--- config.mk ---
export PLATFORM = sky130hd
export DESIGN_NAME = report_frame_receiver_top_flat
export DESIGN_NICKNAME = d
export VERILOG_FILES = /design/src/rtl/core/rfr_pkg.sv /design/src/rtl/core/rfr_if.sv /design/src/rtl/core/rfr_fsm.sv /design/src/rtl/core/report_frame_receiver_top.sv /design/src/flat_wrapper.sv
export SDC_FILE = /design/constraint.sdc
export NUM_CORES = 1
export LEC_CHECK = 0
export ABC_CLOCK_PERIOD_IN_PS = 12000
export BUFFER_PORTS_ARGS = -buffer_cell sky130_fd_sc_hd__buf_2
export CAP_MARGIN = 20
export CORE_AREA = 2 2 184 186
export CTS_BUF_LIST = sky130_fd_sc_hd__clkbuf_4 sky130_fd_sc_hd__clkbuf_8 sky130_fd_sc_hd__clkbuf_16
export CTS_CLUSTER_DIAMETER = 120
export DETAILED_ROUTE_END_ITERATION = 10
export DIE_AREA = 0 0 186 188
export PLACE_DENSITY = 0.5
export SLEW_MARGIN = 20
export SYNTH_ARGS = -nofsm -noshare
export SYNTH_HDL_FRONTEND = slang
export SYNTH_HIERARCHICAL = 1
export SYNTH_SLANG_ARGS = --single-unit
--- constraint.sdc ---
create_clock -name clk -period 12 [get_ports clk]
set_clock_uncertainty 0.05 [all_clocks]
set_input_delay 2.4 -clock clk [delete_from_list [all_inputs] [get_ports clk]]
set_output_delay 2.4 -clock clk [all_outputs]
set_load 0.01 [all_outputs]
--- src/rtl/core/rfr_pkg.sv ---
// Report frame receiver package: phase and event codes, register indexes,
// reset values and the structs shared by the frame parser and the top level.
// No dependencies.
package rfr_pkg;

  localparam int unsigned ByteW    = 8;
  localparam int unsigned CountW   = 16;
  localparam int unsigned ElapsedW = 17;
  localparam int unsigned CfgIdxW  = 2;
  localparam int unsigned CfgDataW = 16;

  localparam logic [ElapsedW-1:0] ElapsedMax = {ElapsedW{1'b1}};

  localparam logic [ByteW-1:0]  FirstStartRst  = 8'hBE;
  localparam logic [ByteW-1:0]  SecondStartRst = 8'hEF;
  localparam logic [CountW-1:0] TimeoutRst     = 16'd100;

  typedef enum logic [CfgIdxW-1:0] {
    CFG_FIRST_START  = 2'd0,
    CFG_SECOND_START = 2'd1,
    CFG_TIMEOUT      = 2'd2
  } cfg_idx_t;

  typedef enum logic [5:0] {
    PH_START0  = 6'b000001,
    PH_START1  = 6'b000010,
    PH_ID      = 6'b000100,
    PH_LEN     = 6'b001000,
    PH_PAYLOAD = 6'b010000,
    PH_CHECK   = 6'b100000
  } phase_t;

  typedef enum logic [1:0] {
    EV_PAYLOAD = 2'd0,
    EV_GOOD    = 2'd1,
    EV_BAD     = 2'd2,
    EV_TIMEOUT = 2'd3
  } ev_kind_t;

  typedef struct packed {
    logic [ByteW-1:0]  first_start_byte;
    logic [ByteW-1:0]  second_start_byte;
    logic [CountW-1:0] timeout_limit_ms;
  } cfg_t;

  typedef struct packed {
    ev_kind_t          event_kind;
    logic [ByteW-1:0]  report_id;
    logic [ByteW-1:0]  byte_index;
    logic [ByteW-1:0]  payload_byte;
    logic [ByteW-1:0]  payload_length;
    logic [ByteW-1:0]  checksum_residual;
    logic [CountW-1:0] invalid_total;
    logic [CountW-1:0] timeout_total;
  } result_t;

endpackage

--- src/rtl/core/rfr_if.sv ---
// Valid/ready channel interfaces of the report frame receiver: input items
// (byte or tick) and result events. No dependencies.
interface rfr_in_if;
  logic       valid;
  logic       ready;
  logic       func;
  logic [7:0] rx_byte;

  modport source (output valid, output func, output rx_byte, input ready);
  modport sink   (input valid, input func, input rx_byte, output ready);
endinterface

interface rfr_out_if;
  logic        valid;
  logic        ready;
  logic [1:0]  event_kind;
  logic [7:0]  report_id;
  logic [7:0]  byte_index;
  logic [7:0]  payload_byte;
  logic [7:0]  payload_length;
  logic [7:0]  checksum_residual;
  logic [15:0] invalid_total;
  logic [15:0] timeout_total;

  modport source (output valid, output event_kind, output report_id, output byte_index,
                  output payload_byte, output payload_length, output checksum_residual,
                  output invalid_total, output timeout_total, input ready);
  modport sink   (input valid, input event_kind, input report_id, input byte_index,
                  input payload_byte, input payload_length, input checksum_residual,
                  input invalid_total, input timeout_total, output ready);
endinterface

--- src/rtl/core/rfr_fsm.sv ---
// Frame parser: phase state machine, checksum, timeout and counters.
// Updates on each accepted item and flags the event it causes.
// Depends on rfr_pkg.
module rfr_fsm import rfr_pkg::*; (
  input  logic             clk,
  input  logic             rst_n,
  input  logic             step,
  input  logic             func,
  input  logic [ByteW-1:0] rx_byte,
  input  cfg_t             cfg,
  output logic             ev_valid,
  output result_t          ev
);

  phase_t              phase_r, phase_nxt;
  logic [ElapsedW-1:0] elapsed_r, elapsed_nxt, elapsed_inc;
  logic [ByteW-1:0]    id_r, id_nxt;
  logic [ByteW-1:0]    len_r, len_nxt;
  logic [ByteW-1:0]    taken_r, taken_nxt, taken_inc;
  logic [ByteW-1:0]    sum_r, sum_nxt, sum_add;
  logic [CountW-1:0]   inv_r, inv_nxt;
  logic [CountW-1:0]   tmo_r, tmo_nxt;

  assign sum_add     = sum_r + rx_byte;
  assign taken_inc   = taken_r + 8'd1;
  assign elapsed_inc = (elapsed_r == ElapsedMax) ? elapsed_r : elapsed_r + 17'd1;

  always_comb begin
    phase_nxt   = phase_r;
    elapsed_nxt = elapsed_r;
    id_nxt      = id_r;
    len_nxt     = len_r;
    taken_nxt   = taken_r;
    sum_nxt     = sum_r;
    inv_nxt     = inv_r;
    tmo_nxt     = tmo_r;
    ev_valid    = 1'b0;
    ev.event_kind        = EV_PAYLOAD;
    ev.byte_index        = '0;
    ev.payload_byte      = '0;
    ev.checksum_residual = '0;

    if (func) begin
      if (phase_r != PH_START0) begin
        elapsed_nxt = elapsed_inc;
        if (elapsed_inc > {1'b0, cfg.timeout_limit_ms}) begin
          tmo_nxt       = tmo_r + 16'd1;
          phase_nxt     = PH_START0;
          ev_valid      = 1'b1;
          ev.event_kind = EV_TIMEOUT;
        end
      end
    end else begin
      unique case (phase_r)
        PH_START1: begin
          if (rx_byte == cfg.second_start_byte) begin
            sum_nxt   = sum_add;
            phase_nxt = PH_ID;
          end else begin
            inv_nxt = inv_r + 16'd1;
          end
        end
        PH_ID: begin
          id_nxt    = rx_byte;
          sum_nxt   = sum_add;
          phase_nxt = PH_LEN;
        end
        PH_LEN: begin
          len_nxt   = rx_byte;
          sum_nxt   = sum_add;
          taken_nxt = '0;
          phase_nxt = (rx_byte != '0) ? PH_PAYLOAD : PH_CHECK;
        end
        PH_PAYLOAD: begin
          sum_nxt         = sum_add;
          taken_nxt       = taken_inc;
          ev_valid        = 1'b1;
          ev.byte_index   = taken_r;
          ev.payload_byte = rx_byte;
          if (taken_inc == len_r) begin
            phase_nxt = PH_CHECK;
          end
        end
        PH_CHECK: begin
          sum_nxt              = sum_add;
          phase_nxt            = PH_START0;
          ev_valid             = 1'b1;
          ev.event_kind        = (sum_add == '0) ? EV_GOOD : EV_BAD;
          ev.checksum_residual = sum_add;
        end
        default: begin
          phase_nxt = PH_START0;
          if (rx_byte == cfg.first_start_byte) begin
            sum_nxt     = rx_byte;
            elapsed_nxt = '0;
            id_nxt      = '0;
            len_nxt     = '0;
            taken_nxt   = '0;
            phase_nxt   = PH_START1;
          end else begin
            inv_nxt = inv_r + 16'd1;
          end
        end
      endcase
    end

    ev.report_id      = id_r;
    ev.payload_length = len_r;
    ev.invalid_total  = inv_nxt;
    ev.timeout_total  = tmo_nxt;
  end

  always_ff @(posedge clk) begin
    if (!rst_n) begin
      phase_r   <= PH_START0;
      elapsed_r <= '0;
      id_r      <= '0;
      len_r     <= '0;
      taken_r   <= '0;
      sum_r     <= '0;
      inv_r     <= '0;
      tmo_r     <= '0;
    end else if (step) begin
      phase_r   <= phase_nxt;
      elapsed_r <= elapsed_nxt;
      id_r      <= id_nxt;
      len_r     <= len_nxt;
      taken_r   <= taken_nxt;
      sum_r     <= sum_nxt;
      inv_r     <= inv_nxt;
      tmo_r     <= tmo_nxt;
    end
  end

endmodule

--- src/rtl/core/report_frame_receiver_top.sv ---
// Report frame receiver top level: configuration registers, frame parser and
// the result output register. Depends on rfr_pkg, rfr_if and rfr_fsm.
//
// Takes one item (received byte or millisecond tick) per clock. The parser
// state updates at the transfer, and any event it causes appears in the
// output register on the next cycle. The input stays ready every cycle except
// while a result sits in the output register and the sink does not take it,
// so the input takes one item per cycle while the output is not stalled.
module report_frame_receiver_top import rfr_pkg::*; (
  input  logic                clk,
  input  logic                rst_n,
  rfr_in_if.sink              in_ch,
  rfr_out_if.source           out_ch,
  input  logic                cfg_we,
  input  logic [CfgIdxW-1:0]  cfg_index,
  input  logic [CfgDataW-1:0] cfg_wdata
);

  cfg_t    cfg_r;
  logic    out_valid_r;
  result_t out_r;
  logic    in_xfer;
  logic    ev_valid;
  result_t ev;

  always_ff @(posedge clk) begin
    if (!rst_n) begin
      cfg_r.first_start_byte  <= FirstStartRst;
      cfg_r.second_start_byte <= SecondStartRst;
      cfg_r.timeout_limit_ms  <= TimeoutRst;
    end else if (cfg_we) begin
      unique case (cfg_index)
        CFG_FIRST_START:  cfg_r.first_start_byte  <= cfg_wdata[ByteW-1:0];
        CFG_SECOND_START: cfg_r.second_start_byte <= cfg_wdata[ByteW-1:0];
        CFG_TIMEOUT:      cfg_r.timeout_limit_ms  <= cfg_wdata[CountW-1:0];
        default: ;
      endcase
    end
  end

  assign in_ch.ready = !out_valid_r || out_ch.ready;
  assign in_xfer     = in_ch.valid && in_ch.ready;

  rfr_fsm u_fsm (
    .clk      (clk),
    .rst_n    (rst_n),
    .step     (in_xfer),
    .func     (in_ch.func),
    .rx_byte  (in_ch.rx_byte),
    .cfg      (cfg_r),
    .ev_valid (ev_valid),
    .ev       (ev)
  );

  always_ff @(posedge clk) begin
    if (!rst_n) begin
      out_valid_r <= 1'b0;
    end else if (in_xfer && ev_valid) begin
      out_valid_r <= 1'b1;
    end else if (out_ch.ready) begin
      out_valid_r <= 1'b0;
    end
  end

  always_ff @(posedge clk) begin
    if (in_xfer && ev_valid) begin
      out_r <= ev;
    end
  end

  assign out_ch.valid             = out_valid_r;
  assign out_ch.event_kind        = out_r.event_kind;
  assign out_ch.report_id         = out_r.report_id;
  assign out_ch.byte_index        = out_r.byte_index;
  assign out_ch.payload_byte      = out_r.payload_byte;
  assign out_ch.payload_length    = out_r.payload_length;
  assign out_ch.checksum_residual = out_r.checksum_residual;
  assign out_ch.invalid_total     = out_r.invalid_total;
  assign out_ch.timeout_total     = out_r.timeout_total;

  a_stall_blocks_input: assert property (@(posedge clk) disable iff (!rst_n)
    out_ch.valid && !out_ch.ready |-> !in_ch.ready)
    else $error("input ready while result is stalled");

  a_event_lands: assert property (@(posedge clk) disable iff (!rst_n)
    in_xfer && ev_valid |=> out_ch.valid && out_ch.event_kind == $past(ev.event_kind))
    else $error("event not loaded into output register");

  a_index_in_range: assert property (@(posedge clk) disable iff (!rst_n)
    out_ch.valid && out_ch.event_kind == EV_PAYLOAD |-> out_ch.byte_index < out_ch.payload_length)
    else $error("payload index beyond declared length");

  a_good_zero_sum: assert property (@(posedge clk) disable iff (!rst_n)
    out_ch.valid && out_ch.event_kind == EV_GOOD |-> out_ch.checksum_residual == 8'd0)
    else $error("good frame with nonzero checksum residual");

endmodule

--- src/flat_wrapper.sv ---
// flat-port wrapper written by rule: the top's interface ports become plain ports
module report_frame_receiver_top_flat import rfr_pkg::*;
  (clk, rst_n, cfg_we, cfg_index, cfg_wdata, in_ch_valid, in_ch_func, in_ch_rx_byte, in_ch_ready, out_ch_valid, out_ch_event_kind, out_ch_report_id, out_ch_byte_index, out_ch_payload_byte, out_ch_payload_length, out_ch_checksum_residual, out_ch_invalid_total, out_ch_timeout_total, out_ch_ready);
  rfr_in_if in_ch_i ();
  rfr_out_if out_ch_i ();
  input  logic clk;
  input  logic rst_n;
  input  logic cfg_we;
  input  logic [CfgIdxW-1:0] cfg_index;
  input  logic [CfgDataW-1:0] cfg_wdata;
  input wire logic [$bits(in_ch_i.valid)-1:0] in_ch_valid;
  input wire logic [$bits(in_ch_i.func)-1:0] in_ch_func;
  input wire logic [$bits(in_ch_i.rx_byte)-1:0] in_ch_rx_byte;
  output wire logic [$bits(in_ch_i.ready)-1:0] in_ch_ready;
  output wire logic [$bits(out_ch_i.valid)-1:0] out_ch_valid;
  output wire logic [$bits(out_ch_i.event_kind)-1:0] out_ch_event_kind;
  output wire logic [$bits(out_ch_i.report_id)-1:0] out_ch_report_id;
  output wire logic [$bits(out_ch_i.byte_index)-1:0] out_ch_byte_index;
  output wire logic [$bits(out_ch_i.payload_byte)-1:0] out_ch_payload_byte;
  output wire logic [$bits(out_ch_i.payload_length)-1:0] out_ch_payload_length;
  output wire logic [$bits(out_ch_i.checksum_residual)-1:0] out_ch_checksum_residual;
  output wire logic [$bits(out_ch_i.invalid_total)-1:0] out_ch_invalid_total;
  output wire logic [$bits(out_ch_i.timeout_total)-1:0] out_ch_timeout_total;
  input wire logic [$bits(out_ch_i.ready)-1:0] out_ch_ready;
  assign in_ch_i.valid = in_ch_valid;
  assign in_ch_i.func = in_ch_func;
  assign in_ch_i.rx_byte = in_ch_rx_byte;
  assign in_ch_ready = in_ch_i.ready;
  assign out_ch_valid = out_ch_i.valid;
  assign out_ch_event_kind = out_ch_i.event_kind;
  assign out_ch_report_id = out_ch_i.report_id;
  assign out_ch_byte_index = out_ch_i.byte_index;
  assign out_ch_payload_byte = out_ch_i.payload_byte;
  assign out_ch_payload_length = out_ch_i.payload_length;
  assign out_ch_checksum_residual = out_ch_i.checksum_residual;
  assign out_ch_invalid_total = out_ch_i.invalid_total;
  assign out_ch_timeout_total = out_ch_i.timeout_total;
  assign out_ch_i.ready = out_ch_ready;
  report_frame_receiver_top u_core (.clk(clk), .rst_n(rst_n), .in_ch(in_ch_i), .out_ch(out_ch_i), .cfg_we(cfg_we), .cfg_index(cfg_index), .cfg_wdata(cfg_wdata));
endmodule
==> run_results.csv <==
group,metric,value,unit
run_status,outcome,"complete, no violations",
place,dp_hpwl,17700,um
setup_path,startpoint,"u_core/u_fsm/elapsed_r[11]",
setup_path,cp_slowest_cell,"a221oi_1",
die,die_area,35000,um2
clock_tree,post_cts_resize_count,0,
detailed_routing,ant_nets,0,
clock_tree,cts_buffer_depth,2,
sta,slew_violations,0,
logic_synthesis,synthArstFlopShare,0,%
die,fp.dieW,186,um
detailed_routing,via_count,7605,
sta,setup_viol,0,
sta,slew-limit-headroom,28.7,%
clock_tree,cts_root_buf,"clkbuf_16",
clock_tree,cts_buffers,17,
logic_synthesis,synth_fp_nets,1069,
logic_synthesis,syn_inst,1009,
global_route,first_global_vias,7272,
logic_synthesis,yosysWarnings,6,
clock_tree,cts_sinks,194,
clock_tree,clk_pin_slew,0.08,ns
cells_and_area,design_area,11200,um2
sta,timing.final.crit_period,5.68,ns
sta,grt_setup_unrepaired,"no",
global_route,grt_pass1_wl,40000,um
clock_tree,hold_buffers,0,
detailed_routing,wl_per_cell,16.2,um
global_route,grt_antenna_before_repair,0,
global_route,grt_use_total,14.7,%
die,rows,67,
clock_tree,cts_setup_buffers,0,
power,irDropWorstVdd,0.0887,mV
global_route,overflow,0,
logic_synthesis,avgSynthCellArea,9.66,um2
setup_path,cp_cell_sequence,"nand4_1, nor4_1, nor2b_1, nor2_1, nand2_1, nor2_1, xor2_1, ha_1, nand3_1, a211oi_1, o221ai_1, a221oi_1, or2_2, or3_1, nand2_1, nor2b_4, buf_4",
global_route,grt_max_degree,75,
place,placed_cell_area,10600,um2
sta,hold_viol_final,0,
setup_path,reg2reg_depth,17,
logic_synthesis,mappedNetlistArea,9750,um2
die,coreArea,33100,um2
detailed_routing,drt_iter0_drc,448,
logic_synthesis,synth-seq-area-share,47.4,%
logic_synthesis,synth_edf_count,74,
setup_path,worstSetupStartpointType,"flip-flop",
logic_synthesis,yosys.area.top_type,"dfxtp_1",
power,total_power,0.00133,W
run,drv_cap,0,
sta,tightest_slew,1.07,ns
place,gp_congestion,0.820,
setup_path,crit_path_end_kind,"flip-flop",
detailed_routing,drc,0,
setup_path,max_stage_delay,0.76,ns
sta,holdWs,0.388,ns
cells_and_area,multiInputGateArea,4780,um2
logic_synthesis,synth-seq-cells,194,
setup_path,crit_arrival,5.70,ns
cells_and_area,final_common_cell,"dfxtp_1",
setup_path,crit_path_end,"u_core/out_ch.invalid_total[9]",
cells_and_area,drive_above_1_share,14.9,%
sta,fmax,0.176,GHz
die,io_pins,108,
cells_and_area,num-nets-final,1148,
cells_and_area,n_fill_cell,3412,
sta,fin_tns_setup,0,ns
setup_path,critPathMaxFanout,74,
detailed_routing,drt-pass1-iter-count,5,
cells_and_area,diodes,0,
die,fp.dieH,188,um
logic_synthesis,synth_top_cell_area_share,24.6,%
setup_path,ff2ff_setup_slack,6.32,ns
hold_path,min_path_type,"flip-flop to flip-flop",
sta,finalCritPeriodShare,47.3,%
setup_path,crit_required,12.02,ns
setup_path,cp.depth,17,
logic_synthesis,synth_area_leaders,"dfxtp_1 25%, edfxtp_1 23%, xnor2_1 4.6%, nand2_1 4.4%, mux2i_1 4.4%",
power,power_density,118,nW/um2
clock_tree,cts_htree_levels,4,
setup_path,rr_startpoint,"u_core/u_fsm/elapsed_r[11]",
setup_path,cp_top_family,"simple AND/OR/NAND/NOR gates",
cells_and_area,mostFrequentLayoutCells,"120 x dfxtp_1, 115 x nand2_1, 107 x buf_2",
cells_and_area,regArea,4620,um2
detailed_routing,viasPerCell,4.91,
setup_path,critPathBufInv,1,
die,start_util,29.5,%
power,leakagePower,4.26,nW
logic_synthesis,synth_cell_types,70,
setup_path,critPathKind,"flip-flop to flip-flop",
hold_path,worstHoldStart,"u_core/u_fsm/id_r[3]",
setup_path,r2r_end,"u_core/out_ch.invalid_total[9]",
clock_tree,clock_latency,0.46,ns
logic_synthesis,synth-main-ff-cell,"dfxtp_1",
cells_and_area,syn2layout_area_growth,15.3,%
place,io_buffers,107,
detailed_routing,routed_wl,25100,um
clock_tree,cts_tree,"done",
-- layout make-up --
class	instances	area share, %
well taps	448	4.98
multi-input cells	735	42.5
clock inverters	12	1.15
repair buffers	114	5.23
inverters	26	0.868
flip-flops and latches	194	41.1
clock buffers	20	4.14
-- registers in the layout, summed over array words and instances (netlist names), 16 cells and up --
name and count:
u_core/u_fsm/tmo_r 16, u_core/cfg_r 32, u_core/u_fsm/elapsed_r 17, u_core/out_ch.invalid_total 16, u_core/u_fsm/inv_r 16, u_core/out_ch.timeout_total 16
-- stage by stage --
step | cells | utilization, % | setup slack [ns]
CTS | 1548 | 33.9 | 6.32
global placement | 1516 | 32.1 | 6.53
floorplan | 1009 | - | 4.40
detailed placement | 1516 | 32.2 | 6.34
global route | 1549 | 34.0 | 5.76
finish | 1549 | 34.0 | 6.32
-- how the worst min path moves through the flow --
stage / end / slack, ns / depth (start not counted)
2_1_floorplan: u_core/out_ch.report_id[0] / 0.36 / 0
3_3_place_gp: u_core/out_ch.report_id[5] / 0.37 / 0
3_5_place_dp: u_core/out_ch.report_id[6] / 0.38 / 0
4_1_cts: u_core/out_ch.report_id[3] / 0.39 / 0
5_1_grt: u_core/out_ch.report_id[5] / 0.40 / 0
6_report: u_core/out_ch.report_id[3] / 0.39 / 0
-- synthesized netlist by cell type, drive strengths merged (3+ instances only) --
cell type / count
a211oi: 7
a21o: 5
a21oi: 36
a22oi: 22
a311oi: 3
a31oi: 3
and2: 24
and3: 15
and4: 4
buf: 14
clkbuf: 40
dfxtp: 120
edfxtp: 74
ha: 27
inv: 26
mux2i: 43
nand2: 116
nand2b: 17
nand3: 37
nand3b: 4
nand4: 19
nand4b: 5
nor2: 93
nor2b: 23
nor3: 13
nor3b: 6
nor4: 10
o211ai: 11
o21a: 9
o21ai: 31
o31ai: 5
o41ai: 3
or2: 3
or3: 11
or4: 8
xnor2: 51
xor2: 41
-- cell families after synthesis --
| family | count (synthesis) | synth area share (%) |
|---|---|---|
| fa+ha+maj | 28 | 3.67 |
| xor+xnor | 92 | 8.26 |
| simple gates | 414 | 21.5 |
| compound gates | 157 | 11.0 |
| buf+inv | 80 | 3.63 |
| flops | 194 | 47.4 |
| mux | 44 | 4.53 |
-- power by group --
group	internal [W]	leakage (nW)	total, W	switching [W]
logic	0.0000197	2.29	0.0000571	0.0000373
registers	0.000682	1.68	0.000685	0.00000323
clock network	0.000325	0.297	0.000588	0.000263
-- routing by layer --
layer / routed length, um / track usage (%) / part of all wire, % / vias up
met4: 570 / 5.42 / 2.3 / 0
li1: - / - / - / 3738
met2: 11700 / 23.4 / 47 / 171
met1: 11800 / 19.7 / 47 / 3671
met3: 981 / 2.74 / 3.9 / 25
met5: 0 / 0 / 0 / -
Note: power is estimated with default switching activity, not from simulation.
